==> src/rtl/lfta_pkg.sv <==
`timescale 1ns / 1ps
// ----------------------------------------------------------------------------
// lfta_pkg: shared types and constants of the lane follow / turn / avoid unit
// event codes, mode codes, request and result payloads, fixed-point constants
// ----------------------------------------------------------------------------
package lfta_pkg;

  localparam int CFG_IDX_W  = 3;
  localparam int CFG_DATA_W = 16;

  // event kinds of one request
  typedef enum logic [2:0] {
    ACT_TICK  = 3'd0,
    ACT_YAW   = 3'd1,
    ACT_LANE  = 3'd2,
    ACT_FRONT = 3'd3,
    ACT_CMD   = 3'd4
  } action_e;

  typedef enum logic [2:0] {
    CMD_STOP   = 3'd0,
    CMD_GO     = 3'd1,
    CMD_PARK   = 3'd2,
    CMD_AROUND = 3'd3,
    CMD_LEFT   = 3'd4,
    CMD_RIGHT  = 3'd5
  } command_e;

  typedef enum logic [1:0] {
    MODE_STOP   = 2'd0,
    MODE_NORMAL = 2'd1,
    MODE_AVOID  = 2'd2,
    MODE_PARK   = 2'd3
  } mode_e;

  typedef enum logic [2:0] {
    AVS_IDLE       = 3'd0,
    AVS_WAIT       = 3'd1,
    AVS_TURN_RIGHT = 3'd2,
    AVS_SEARCH     = 3'd3,
    AVS_FORWARD    = 3'd4,
    AVS_TURN_LEFT  = 3'd5
  } avoid_step_e;

  typedef enum logic [CFG_IDX_W-1:0] {
    CFG_OFFSET_GAIN     = 3'd0,
    CFG_ANGLE_GAIN      = 3'd1,
    CFG_CRUISE_SPEED    = 3'd2,
    CFG_TURN_RATE_LIMIT = 3'd3,
    CFG_HEADING_GAIN    = 3'd4,
    CFG_HEADING_TOL     = 3'd5,
    CFG_DANGER_LEVEL    = 3'd6
  } cfg_idx_e;

  typedef struct packed {
    logic [2:0]         action;
    logic [15:0]        yaw_angle;
    logic               left_line_seen;
    logic               right_line_seen;
    logic signed [15:0] center_offset;
    logic signed [15:0] heading_error;
    logic [11:0]        front_distance;
    logic [2:0]         command_code;
  } req_t;

  typedef struct packed {
    logic [14:0]        linear_velocity;
    logic signed [15:0] angular_velocity;
    logic [1:0]         drive_mode;
    logic               turn_active;
  } res_t;

  // fixed-point constants
  localparam logic [15:0] QUARTER_TURN = 16'h4000;
  localparam logic [14:0] PI_Q13       = 15'd25736;
  localparam logic [16:0] UNIT_Q12     = 17'd4096;
  localparam logic [12:0] SCALE_FLOOR  = 13'd819;
  localparam logic [14:0] CREEP_SPEED  = 15'd205;

  // register reset values
  localparam logic [15:0] OFFSET_GAIN_RST  = 16'd4096;
  localparam logic [15:0] ANGLE_GAIN_RST   = 16'd3277;
  localparam logic [14:0] CRUISE_SPEED_RST = 15'd614;
  localparam logic [14:0] RATE_LIMIT_RST   = 15'd4915;
  localparam logic [15:0] HEADING_GAIN_RST = 16'd6144;
  localparam logic [13:0] HEADING_TOL_RST  = 14'd364;
  localparam logic [11:0] DANGER_LEVEL_RST = 12'd600;
  localparam logic [30:0] HEADING_K_RST    = 31'(32'd6144 * 32'd25736);

  // clamp a rounded magnitude to the rate limit, then apply the sign
  function automatic logic signed [15:0] sat_rate(input logic [23:0] mag,
                                                   input logic        neg,
                                                   input logic [14:0] lim);
    logic [14:0] m;
    m = (mag > {9'd0, lim}) ? lim : mag[14:0];
    return neg ? -$signed({1'b0, m}) : $signed({1'b0, m});
  endfunction

endpackage

==> src/rtl/lfta_stream_if.sv <==
`timescale 1ns / 1ps
// ----------------------------------------------------------------------------
// lfta_stream_if: valid / ready channel
// carries one payload per request, moved when valid and ready are both high
// ----------------------------------------------------------------------------
interface lfta_stream_if #(
  parameter type payload_t = logic
) ();
  logic     valid;
  logic     ready;
  payload_t payload;

  modport source (output valid, output payload, input ready);
  modport sink   (input valid, input payload, output ready);
endinterface

==> src/rtl/lane_follow_turn_avoid_controller_unit.sv <==
`timescale 1ns / 1ps
// ----------------------------------------------------------------------------
// lane_follow_turn_avoid_controller_unit: drive controller
// lane following, quarter turns on heading and a stepped obstacle bypass
// ----------------------------------------------------------------------------
// Each request is one event: a control tick, a yaw update, a lane report, a
// front distance sample or a drive command. Only a tick produces a result
// (linear velocity, angular velocity, mode, turn pending). The unit takes one
// request per clock cycle while no tick waits for the result register; a
// request is registered in the input register at acceptance and processed
// from there, and a tick result is registered in the result register that
// drives res_o. Each processed request updates the state (mode, bypass step,
// turn target, latest sensor values). The result register sits between the two
// channels, so requests keep flowing while a result waits; only a second tick holds
// until the waiting result is taken. Configuration registers by index:
// 0 offset gain, 1 angle gain, 2 cruise speed, 3 turn rate limit, 4 heading
// gain, 5 heading tolerance, 6 danger level; other indices are ignored.
// ----------------------------------------------------------------------------
module lane_follow_turn_avoid_controller_unit
  import lfta_pkg::*;
(
  input  logic                  clk_i,
  input  logic                  rst_ni,
  lfta_stream_if.sink           req_i,
  lfta_stream_if.source         res_o,
  input  logic                  cfg_we_i,
  input  logic [CFG_IDX_W-1:0]  cfg_idx_i,
  input  logic [CFG_DATA_W-1:0] cfg_data_i
);

  // --------------------------------------------------------------------------
  // configuration registers
  // heading gain is kept premultiplied by pi so a tick needs one multiply
  // --------------------------------------------------------------------------
  logic [15:0] offset_gain_q, angle_gain_q;
  logic [14:0] cruise_q, rate_lim_q;
  logic [30:0] heading_k_q;
  logic [13:0] heading_tol_q;
  logic [11:0] danger_q;

  always_ff @(posedge clk_i or negedge rst_ni) begin
    if (!rst_ni) begin
      offset_gain_q <= OFFSET_GAIN_RST;
      angle_gain_q  <= ANGLE_GAIN_RST;
      cruise_q      <= CRUISE_SPEED_RST;
      rate_lim_q    <= RATE_LIMIT_RST;
      heading_k_q   <= HEADING_K_RST;
      heading_tol_q <= HEADING_TOL_RST;
      danger_q      <= DANGER_LEVEL_RST;
    end else if (cfg_we_i) begin
      unique case (cfg_idx_e'(cfg_idx_i))
        CFG_OFFSET_GAIN:     offset_gain_q <= cfg_data_i;
        CFG_ANGLE_GAIN:      angle_gain_q  <= cfg_data_i;
        CFG_CRUISE_SPEED:    cruise_q      <= cfg_data_i[14:0];
        CFG_TURN_RATE_LIMIT: rate_lim_q    <= cfg_data_i[14:0];
        CFG_HEADING_GAIN:    heading_k_q   <= 31'(cfg_data_i * PI_Q13);
        CFG_HEADING_TOL:     heading_tol_q <= cfg_data_i[13:0];
        CFG_DANGER_LEVEL:    danger_q      <= cfg_data_i[11:0];
        default: ;
      endcase
    end
  end

  // --------------------------------------------------------------------------
  // input register and handshake
  // --------------------------------------------------------------------------
  logic in_vld_q;
  req_t in_q;
  logic is_tick, res_free, fire;

  assign is_tick  = (action_e'(in_q.action) == ACT_TICK);
  assign res_free = !res_o.valid || res_o.ready;
  // a tick needs the result register free, any other event goes straight through
  assign fire        = in_vld_q && (!is_tick || res_free);
  assign req_i.ready = !in_vld_q || fire;

  always_ff @(posedge clk_i or negedge rst_ni) begin
    if (!rst_ni) begin
      in_vld_q <= 1'b0;
    end else if (req_i.ready) begin
      in_vld_q <= req_i.valid;
    end
  end

  always_ff @(posedge clk_i) begin
    if (req_i.valid && req_i.ready) begin
      in_q <= req_i.payload;
    end
  end

  // --------------------------------------------------------------------------
  // controller state
  // --------------------------------------------------------------------------
  mode_e              mode_q, mode_d;
  avoid_step_e        step_q, step_d;
  logic               turning_q, turning_d;
  logic [15:0]        target_q, target_d;
  logic [15:0]        heading_q, heading_d;
  logic               lane_vld_q, lane_vld_d;
  logic               lane_left_q, lane_left_d;
  logic               lane_right_q, lane_right_d;
  logic signed [15:0] lane_off_q, lane_off_d;
  logic signed [15:0] lane_ang_q, lane_ang_d;
  logic [11:0]        front_q, front_d;

  // --------------------------------------------------------------------------
  // turn law: wrapped yaw error times gain*pi, round away from zero, clamp
  // --------------------------------------------------------------------------
  logic signed [15:0] yaw_err;
  logic signed [16:0] yaw_err_x;
  logic [16:0]        yaw_err_mag;
  logic               turn_done;
  logic signed [47:0] turn_prod;
  logic [47:0]        turn_mag, turn_sum;
  logic signed [15:0] turn_rate;

  assign yaw_err     = $signed(target_q - heading_q);
  assign yaw_err_x   = {yaw_err[15], yaw_err};
  assign yaw_err_mag = yaw_err[15] ? 17'(-yaw_err_x) : 17'(yaw_err_x);
  assign turn_done   = yaw_err_mag < {3'd0, heading_tol_q};
  assign turn_prod   = $signed({1'b0, heading_k_q}) * yaw_err;
  assign turn_mag    = turn_prod[47] ? 48'(-turn_prod) : 48'(turn_prod);
  assign turn_sum    = turn_mag + (48'd1 << 27);
  assign turn_rate   = sat_rate({4'd0, turn_sum[47:28]}, turn_prod[47], rate_lim_q);

  // --------------------------------------------------------------------------
  // lane law: weighted offset and angle, speed scaled down by the offset
  // --------------------------------------------------------------------------
  logic signed [32:0] off_prod, ang_prod;
  logic signed [33:0] lane_sum;
  logic [33:0]        lane_mag, lane_rsum;
  logic signed [15:0] lane_rate;
  logic [16:0]        off_mag;
  logic [12:0]        spd_factor;
  logic [28:0]        lane_speed;

  assign off_prod  = $signed({1'b0, offset_gain_q}) * lane_off_q;
  assign ang_prod  = $signed({1'b0, angle_gain_q}) * lane_ang_q;
  assign lane_sum  = off_prod + ang_prod;
  assign lane_mag  = lane_sum[33] ? 34'(-lane_sum) : 34'(lane_sum);
  assign lane_rsum = lane_mag + 34'd2048;
  assign lane_rate = sat_rate({2'd0, lane_rsum[33:12]}, lane_sum[33], rate_lim_q);

  assign off_mag = lane_off_q[15] ? 17'(-{lane_off_q[15], lane_off_q})
                                  : {1'b0, lane_off_q};
  // floor of the scale is reached once the offset passes unit minus floor
  assign spd_factor = (off_mag >= (UNIT_Q12 - {4'd0, SCALE_FLOOR})) ? SCALE_FLOOR
                                                                     : 13'(UNIT_Q12 - off_mag);
  assign lane_speed = 29'(cruise_q * spd_factor) + 29'd2048;

  // --------------------------------------------------------------------------
  // event processing
  // --------------------------------------------------------------------------
  logic               line_seen;
  logic [14:0]        lin_v;
  logic signed [15:0] ang_v;
  avoid_step_e        step_v;
  logic               res_vld_q, res_vld_d;
  res_t               res_q, res_d;

  assign line_seen = lane_left_q || lane_right_q;

  always_comb begin
    mode_d       = mode_q;
    step_d       = step_q;
    turning_d    = turning_q;
    target_d     = target_q;
    heading_d    = heading_q;
    lane_vld_d   = lane_vld_q;
    lane_left_d  = lane_left_q;
    lane_right_d = lane_right_q;
    lane_off_d   = lane_off_q;
    lane_ang_d   = lane_ang_q;
    front_d      = front_q;
    lin_v        = '0;
    ang_v        = '0;
    step_v       = step_q;
    res_d        = res_q;
    res_vld_d    = res_vld_q && !res_o.ready;

    if (fire) begin
      case (action_e'(in_q.action))
        ACT_TICK: begin
          if (turning_q) begin
            // pending turn wins over the mode
            if (turn_done) turning_d = 1'b0;
            else           ang_v     = turn_rate;
          end else begin
            case (mode_q)
              MODE_NORMAL: begin
                if (lane_vld_q && line_seen) begin
                  ang_v = lane_rate;
                  lin_v = lane_speed[26:12];
                end
              end
              MODE_AVOID: begin
                if (step_q == AVS_WAIT && front_q > danger_q) begin
                  // blocked ahead: swing right a quarter turn
                  turning_d = 1'b1;
                  target_d  = heading_q - QUARTER_TURN;
                  step_d    = AVS_TURN_RIGHT;
                end else begin
                  if (step_v == AVS_TURN_RIGHT) step_v = AVS_SEARCH;
                  if (step_v == AVS_SEARCH) begin
                    if (!line_seen) lin_v  = CREEP_SPEED;
                    else            step_v = AVS_FORWARD;
                  end
                  if (step_v == AVS_FORWARD) begin
                    if (line_seen) begin
                      lin_v = cruise_q;
                    end else begin
                      // lane lost: swing back left
                      turning_d = 1'b1;
                      target_d  = heading_q + QUARTER_TURN;
                      step_v    = AVS_TURN_LEFT;
                    end
                  end
                  step_d = step_v;
                end
              end
              default: ;
            endcase
          end
          res_vld_d             = 1'b1;
          res_d.linear_velocity  = lin_v;
          res_d.angular_velocity = ang_v;
          res_d.drive_mode       = mode_q;
          res_d.turn_active      = turning_d;
        end
        ACT_YAW: heading_d = in_q.yaw_angle;
        ACT_LANE: begin
          lane_vld_d   = 1'b1;
          lane_left_d  = in_q.left_line_seen;
          lane_right_d = in_q.right_line_seen;
          lane_off_d   = in_q.center_offset;
          lane_ang_d   = in_q.heading_error;
        end
        ACT_FRONT: front_d = in_q.front_distance;
        ACT_CMD: begin
          case (command_e'(in_q.command_code))
            CMD_STOP: mode_d = MODE_STOP;
            CMD_GO:   mode_d = MODE_NORMAL;
            CMD_PARK: mode_d = MODE_PARK;
            CMD_AROUND: begin
              mode_d = MODE_AVOID;
              step_d = AVS_WAIT;
            end
            CMD_LEFT: begin
              turning_d = 1'b1;
              target_d  = heading_q + QUARTER_TURN;
            end
            CMD_RIGHT: begin
              turning_d = 1'b1;
              target_d  = heading_q - QUARTER_TURN;
            end
            default: ;
          endcase
        end
        default: ;
      endcase
    end
  end

  always_ff @(posedge clk_i or negedge rst_ni) begin
    if (!rst_ni) begin
      mode_q       <= MODE_STOP;
      step_q       <= AVS_IDLE;
      turning_q    <= 1'b0;
      target_q     <= '0;
      heading_q    <= '0;
      lane_vld_q   <= 1'b0;
      lane_left_q  <= 1'b0;
      lane_right_q <= 1'b0;
      lane_off_q   <= '0;
      lane_ang_q   <= '0;
      front_q      <= '0;
      res_vld_q    <= 1'b0;
    end else begin
      mode_q       <= mode_d;
      step_q       <= step_d;
      turning_q    <= turning_d;
      target_q     <= target_d;
      heading_q    <= heading_d;
      lane_vld_q   <= lane_vld_d;
      lane_left_q  <= lane_left_d;
      lane_right_q <= lane_right_d;
      lane_off_q   <= lane_off_d;
      lane_ang_q   <= lane_ang_d;
      front_q      <= front_d;
      res_vld_q    <= res_vld_d;
    end
  end

  // result payload holds while waiting, only a processed tick reloads it
  always_ff @(posedge clk_i) begin
    res_q <= res_d;
  end

  assign res_o.valid   = res_vld_q;
  assign res_o.payload = res_q;

  // --------------------------------------------------------------------------
  // assertions
  // --------------------------------------------------------------------------
  // a taken result is not followed by another unless a tick was processed
  a_no_result_without_tick: assert property (@(posedge clk_i) disable iff (!rst_ni)
    res_o.valid && res_o.ready && !(fire && is_tick) |=> !res_o.valid)
    else $error("result appeared without a tick");

  // stop and parking drive nothing once no turn is pending
  a_idle_modes_zero: assert property (@(posedge clk_i) disable iff (!rst_ni)
    res_o.valid && !res_o.payload.turn_active &&
    (res_o.payload.drive_mode == MODE_STOP || res_o.payload.drive_mode == MODE_PARK)
    |-> res_o.payload.linear_velocity == '0 && res_o.payload.angular_velocity == '0)
    else $error("nonzero velocity in stop or parking");

  // forward motion never coincides with a pending turn
  a_no_drive_while_turning: assert property (@(posedge clk_i) disable iff (!rst_ni)
    res_o.valid && res_o.payload.linear_velocity != '0 |-> !res_o.payload.turn_active)
    else $error("forward speed while a turn is pending");

  // a held request is neither dropped nor overwritten
  a_input_held: assert property (@(posedge clk_i) disable iff (!rst_ni)
    in_vld_q && !fire |=> in_vld_q && $stable(in_q))
    else $error("stalled request lost");

endmodule

==> src/flat_wrapper.sv <==
// flat-port wrapper written by rule: the top's interface ports become plain ports
module lane_follow_turn_avoid_controller_unit_flat import lfta_pkg::*;
  (clk_i, rst_ni, cfg_we_i, cfg_idx_i, cfg_data_i, req_i_valid, req_i_payload, req_i_ready, res_o_valid, res_o_payload, res_o_ready);
  lfta_stream_if #(.payload_t(req_t)) req_i_i ();
  lfta_stream_if #(.payload_t(res_t)) res_o_i ();
  input  logic clk_i;
  input  logic rst_ni;
  input  logic cfg_we_i;
  input  logic [CFG_IDX_W-1:0] cfg_idx_i;
  input  logic [CFG_DATA_W-1:0] cfg_data_i;
  input wire logic [$bits(req_i_i.valid)-1:0] req_i_valid;
  input wire logic [$bits(req_i_i.payload)-1:0] req_i_payload;
  output wire logic [$bits(req_i_i.ready)-1:0] req_i_ready;
  output wire logic [$bits(res_o_i.valid)-1:0] res_o_valid;
  output wire logic [$bits(res_o_i.payload)-1:0] res_o_payload;
  input wire logic [$bits(res_o_i.ready)-1:0] res_o_ready;
  assign req_i_i.valid = req_i_valid;
  assign req_i_i.payload = req_i_payload;
  assign req_i_ready = req_i_i.ready;
  assign res_o_valid = res_o_i.valid;
  assign res_o_payload = res_o_i.payload;
  assign res_o_i.ready = res_o_ready;
  lane_follow_turn_avoid_controller_unit u_core (.clk_i(clk_i), .rst_ni(rst_ni), .req_i(req_i_i), .res_o(res_o_i), .cfg_we_i(cfg_we_i), .cfg_idx_i(cfg_idx_i), .cfg_data_i(cfg_data_i));
endmodule
==> config.mk <==
export PLATFORM = sky130hd
export DESIGN_NAME = lane_follow_turn_avoid_controller_unit_flat
export DESIGN_NICKNAME = d
export VERILOG_FILES = /design/src/rtl/lfta_pkg.sv /design/src/rtl/lfta_stream_if.sv /design/src/rtl/lane_follow_turn_avoid_controller_unit.sv /design/src/flat_wrapper.sv
export SDC_FILE = /design/constraint.sdc
export NUM_CORES = 2
export LEC_CHECK = 0
export BUFFER_PORTS_ARGS = -buffer_cell sky130_fd_sc_hd__clkbuf_2
export CAP_MARGIN = 20
export CELL_PAD_IN_SITES_DETAIL_PLACEMENT = 1
export CELL_PAD_IN_SITES_GLOBAL_PLACEMENT = 2
export CORE_UTILIZATION = 26
export DETAILED_ROUTE_END_ITERATION = 10
export GPL_TIMING_DRIVEN = 0
export PLACE_DENSITY = 0.56
export REMOVE_ABC_BUFFERS = 1
export SYNTH_ARGS = -nofsm -noshare
export SYNTH_HDL_FRONTEND = slang
export SYNTH_SLANG_ARGS = --single-unit
==> constraint.sdc <==
create_clock -name clk_i -period 23.6 [get_ports clk_i]
set_input_delay 2.36 -clock clk_i [delete_from_list [all_inputs] [get_ports clk_i]]
set_output_delay 2.36 -clock clk_i [all_outputs]
set_load 0.05 [all_outputs]
Yosys cells after proc, flatten, opt, wreduce, memory -nomap -nowiden

Index checks and enable logic that the tools add are counted.

Flip-flop bits (word level): 305
Latch bits: 0
Bits in writable memories: 0
ROM bits: 0
Logic and storage cells: 176
Memories: 0

Add/subtract/negate cells: 14
Multipliers: 5
Divide/modulo/power cells: 0
Magnitude comparators: 5
Equality and inequality tests: 28
Shifts and indexed selects: 0
Mux-type cells: 58
Bitwise gates (word level): 0
Reductions and logical operators: 34

Operators by type and width:

| cell                                                                  | number |
|---|---|
| 16-bit 2-to-1 mux                                                     | 11 |
| 15-bit 2-to-1 mux                                                     | 7 |
| 17-bit by 16-bit multiplier with 33-bit output                        | 2 |
| 16-bit case mux with 2 select lines                                   | 2 |
| 3-bit 2-to-1 mux                                                      | 19 |
| 48-bit by 28-bit adder with 48-bit output, second input constant      | 1 |
| 48-bit 2-to-1 mux                                                     | 1 |
| 48-bit negation                                                       | 1 |
| 29-bit by 16-bit multiplier with 45-bit output                        | 1 |
| 33-bit by 33-bit adder with 34-bit output                             | 1 |
| 34-bit by 12-bit adder with 34-bit output, second input constant      | 1 |
| 17-bit 2-to-1 mux                                                     | 2 |
| 34-bit 2-to-1 mux                                                     | 1 |
| 34-bit negation                                                       | 1 |
| 15-bit negation with 16-bit output                                    | 2 |
| 15-bit case mux with 2 select lines                                   | 1 |
| 16-bit by 12-bit multiplier with 28-bit output, second input constant | 1 |
| 27-bit by 12-bit adder with 27-bit output, second input constant      | 1 |
| 15-bit by 13-bit multiplier with 27-bit output                        | 1 |
| 3-bit by 2-bit == test with 1-bit output, second input constant       | 8 |
| 22-bit by 15-bit greater-than comparator with 1-bit output            | 1 |
| 2-bit AND reduction                                                   | 11 |
| 3-bit == test, second input constant                                  | 7 |
| 20-bit by 15-bit greater-than comparator with 1-bit output            | 1 |
| other kinds (31)                                                      | 59 |

Longest topological paths before layout

Word-level depth: 20
Depth in mapped cells: 78
Depth with buffers taken out: 68

Worst setup path before layout

No wires, ideal clock.

Kind: flip-flop to flip-flop
From: register u_core.heading_q[1]
To: register u_core.res_q, in the netlist u_core.res_o.payload[11], data pin
Arrival: 15782 ps
Data required time: 23331 ps
Path slack: 7548 ps
Cell stages (with the launch flop): 73
Path through: dfrtp_1 -> inv_1 -> ha_1 -> nor2b_1 -> o21ai_0 -> a21boi_0 -> o21ai_0 -> a21oi_1 -> o21ai_0 -> a21oi_1 -> o21ai_0 -> a21oi_1 -> o21a_1 -> o311a_1 -> a211o_1 -> clkinv_1 -> clkbuf_1 -> buf_1 -> [37 not listed] -> a221o_1 -> a21o_1 -> a21o_1 -> a21oi_1 -> a21oi_1 -> a41o_1 -> a211o_1 -> buf_2 -> buf_4 -> buf_2 -> a21oi_1 -> ha_1 -> inv_1 -> nor4_1 -> nand3_1 -> or4_1 -> a31oi_1 -> o31ai_2

Longest elaborated chain between the ends: 11
Elaborated cells on any way between the ends: 14
Classes of those cells: add/sub: 5; mul: 1; order compare: 2; mux: 6

RTL lines:

| item                                                       | line                                          | RTL |
|---|---|---|
| start, declared                                            | lane_follow_turn_avoid_controller_unit.sv:98  | `logic [15:0] heading_q, heading_d;` |
| start signal, assigned                                     | lane_follow_turn_avoid_controller_unit.sv:283 | `heading_q <= heading_d;` |
| 16-bit subtractor *                                        | lane_follow_turn_avoid_controller_unit.sv:117 | `assign yaw_err = $signed(target_q - heading_q);` |
| 29-bit by 16-bit multiplier with 45-bit output             | lane_follow_turn_avoid_controller_unit.sv:121 | `assign turn_prod = $signed({1'b0, heading_k_q}) * yaw_err;` |
| 48-bit negation                                            | lane_follow_turn_avoid_controller_unit.sv:122 | `assign turn_mag = turn_prod[47] ? 48'(-turn_prod) : 48'(turn_prod);` |
| 48-bit 2-to-1 mux                                          | lane_follow_turn_avoid_controller_unit.sv:122 |  |
| 48-bit by 28-bit adder with 48-bit output                  | lane_follow_turn_avoid_controller_unit.sv:123 | `assign turn_sum = turn_mag + (48'd1 << 27);` |
| 20-bit by 15-bit greater-than comparator with 1-bit output | lfta_pkg.sv:95                                | `m = (mag > {9'd0, lim}) ? lim : mag[14:0];` |
| 15-bit 2-to-1 mux                                          | lfta_pkg.sv:95                                |  |
| 15-bit negation with 16-bit output                         | lfta_pkg.sv:96                                | `return neg ? -$signed({1'b0, m}) : $signed({1'b0, m});` |
| 16-bit 2-to-1 mux                                          | lfta_pkg.sv:96                                |  |
| 16-bit 2-to-1 mux *                                        | lane_follow_turn_avoid_controller_unit.sv:186 | `if (turn_done) turning_d = 1'b0;` |
| 16-bit 2-to-1 mux *                                        | lane_follow_turn_avoid_controller_unit.sv:184 | `if (turning_q) begin` |
| end signal, assigned                                       | lane_follow_turn_avoid_controller_unit.sv:296 | `res_q <= res_d;` |
| end, declared                                              | lane_follow_turn_avoid_controller_unit.sv:159 | `res_t res_q, res_d;` |

Mark *: on every way between the ends. The rest lies on a longest branch, timed or not.
A chain may end at the register's enable or synchronous reset.

Worst setup path in the final report

From: register u_core.heading_q[2]
To: register u_core.res_q, in the netlist u_core.res_o.payload[13], data pin

Same word-level chain as after synthesis.

==> flow_summary.ini <==
[global_route]
grt_usage_pct = 17.47
grt_pass1_vias = 50120
grt_pass1_wl_mm = 308.9
gr-total-overflow = 0
grt_max_degree = 88
antenna_found_initial = 15

[clock_tree]
cts_buffers = 44
post_cts_buffers = 0
worstSkewPairLatency_ns = 0.69
h-tree-depth = 2
tritoncts = done
post_cts_resized = 0
root_buffer = clkbuf_16
cts_hold_buf = 0
cts.sinks = 305
clk_pin_slew_ns = 0.05
clockBufferDepth = 3

[routing]
route.detailed.wl_per_inst_um = 20.65
drtPass1Iterations = 5
routed_wl_mm = 198.7
via_per_inst = 4.667
drt_iter0_markers = 1743
drt.antenna.violating_nets = 0
via_count = 44890
drc = 0

[sta]
max_freq_mhz = 51.50
finClkSkew_ns = 0.05674
final-setup-viol-count = 0
fin_ws_ns = 4.181
relSlewSlack_pct = 22.11
period_needed_ns = 19.42
rsz0062_at_grt = no
period_share_pct = 82.28
maxSlewViolCount = 0
tightest_slew_ns = 1.160
hold_viol_final = 0

[finish]
final_nets = 8260
final_cell_mix = inv_1, fa_1, nand2_1
area_delta_synth_final_pct = 9.809
drive_gt1_share_pct = 7.910
postLayoutCoreUtil_pct = 28.71
final_common_cell = inv_1

[die]
die_h_um = 482.6
num_rows = 176
io_pins = 128
initial_core_util_pct = 26.15
fp.coreArea_um2 = 229700
die_x_um = 482.6
dieArea_um2 = 232900

[critical_path]
cp_max_fo = 26
required_ns = 24.03
crit_top_cell = a21o_1
crit_path_start_kind = flop
worstPathArrival_ns = 19.85
crit_path_max_incr_delay_ns = 0.61
worstSetupEndpointType = flop
slowest_stage = fa_1
r2r.worst_path.cells = 64
critPathKind = reg -> reg

[worst_hold_path]
hp-class = reg -> reg
worstHoldPathCells = 2

[synth]
syn-cell-area_um2 = 60060
synth_seq_cells = 305
ys_warn_count = 0
synthArstFlopShare_pct = 66.56
synth_cells = 6628
synth_ff_type = dfrtp_1
synthDistinctLibCells = 98
synth.avg_cell_area_um2 = 9.061
ys_seq_area_share_pct = 13.64
synth_edf_count = 102

[run_status]
outcome = finished, final reports clean

[run]
cap_violations = 0

[placement]
place_congestion = 0.7879
dpl.hpwl_mm = 162.2
place_ws_ns = 4.155
numPortBuffers = 127
==> kinds of logic (layout without fill, tap and decap cells) <==
family | after synthesis | count (layout) | share of synthesized area [%]
AO/OA/AOI/OAI | 731 | 731 | 8.096
adder cells (fa/ha/maj) | 1617 | 1617 | 45.99
multiplexers | 167 | 167 | 3.096
flip-flops | 305 | 305 | 13.64
XOR/XNOR | 212 | 212 | 3.092
buffers and inverters | 1585 | 1544 | 9.963
other | 0 | 7 | 0
AND/OR/NAND/NOR | 2011 | 2011 | 16.13
==> synth_stat cells (33+ instances only) <==
cell type  number  area share (%)
nand2_1       939             5.9
fa_1          984              33
xnor2_1       142             2.1
mux2_2        146             2.7
a21o_1         62            0.78
and3_1         35            0.36
inv_1        1276             8.0
dfstp_2        37             1.6
o21a_1         33            0.41
nor2_1        227             1.4
nor3_1         65            0.54
nand2b_1       58            0.60
nand3_1        67            0.56
xor2_1         70             1.0
ha_1          633              13
clkbuf_1      265             1.7
edfxtp_1      102             5.1
o21ai_0       180             1.5
o211ai_1       36            0.45
a21oi_1       150             1.3
and2_1        338             3.5
nor2b_1        90            0.94
dfrtp_1       166             6.9
nand4_1        38            0.40
==> sequential cells by signal, indices dropped and copies added (netlist names), 15 cells and up <==
| register | cells |
|---|---|
| u_core.lane_off_q | 16 |
| u_core.lane_ang_q | 16 |
| u_core.rate_lim_q | 15 |
| u_core.heading_q | 16 |
| u_core.in_q | 68 |
| u_core.heading_k_q | 28 |
| u_core.offset_gain_q | 16 |
| u_core.angle_gain_q | 16 |
| u_core.res_o.payload | 34 |
| u_core.target_q | 16 |
| u_core.cruise_q | 15 |
==> path summary, 6_finish.rpt <==
kind                                          start                       end  slack (ns)
worst max-delay path            u_core.heading_q[2]  u_core.res_o.payload[13]        4.18
worst min-delay path                u_core.in_q[50]       u_core.heading_q[1]        0.44
worst max register to register  u_core.heading_q[2]  u_core.res_o.payload[13]        4.18
worst min register to register      u_core.in_q[50]       u_core.heading_q[1]        0.44
max in group asynchronous                    rst_ni      u_core.lane_ang_q[2]       20.71
min in group asynchronous                    rst_ni       u_core.heading_q[1]        1.61
==> critical path, delay by kind of cell (launching register included) <==
family / cells / cell delay [ns]
fa+ha+maj: 11 / 5.04
simple gates: 8 / 1.90
compound gates: 35 / 9.34
xor+xnor: 2 / 0.72
buf+inv: 7 / 1.65
mux: 1 / 0.10
flops: 1 / 0.34
==> per-layer routing <==
metal	share of wire [%]	GRT usage, %	wire [µm]
met5	0.0065	0	13
met4	2.7	4.694	5382
met3	2.6	1.478	5105
met2	48	29.31	94420
met1	47	24.01	93770
==> stage by stage <==
stage          hold slack [ns]  cells  setup TNS [ns]  area, µm²
2_1_floorplan           0.4260   6321               0      58870
3_3_place_gp            0.4361   9474          -43.22      63290
3_5_place_dp            0.4420   9525               0      64380
4_1_cts                 0.4422   9607               0      65850
5_1_grt                 0.4638   9617               0      65940
6_report                0.4381   9620               0      65950
==> layout make-up <==
type	count	area [µm²]
Antenna cell	7	17.52
Timing Repair Buffer	184	1577
Tap cell	3026	3786
Sequential cell	305	8189
Fill cell	26550	163700
Clock buffer	58	1205
Clock inverter	24	261.5
Multi-Input combinational cell	4738	46110
Inverter	1278	4797
Power is left out: the tool's default activity adds up to more than one toggle a clock period on the data nets, which glitch-free logic cannot reach.
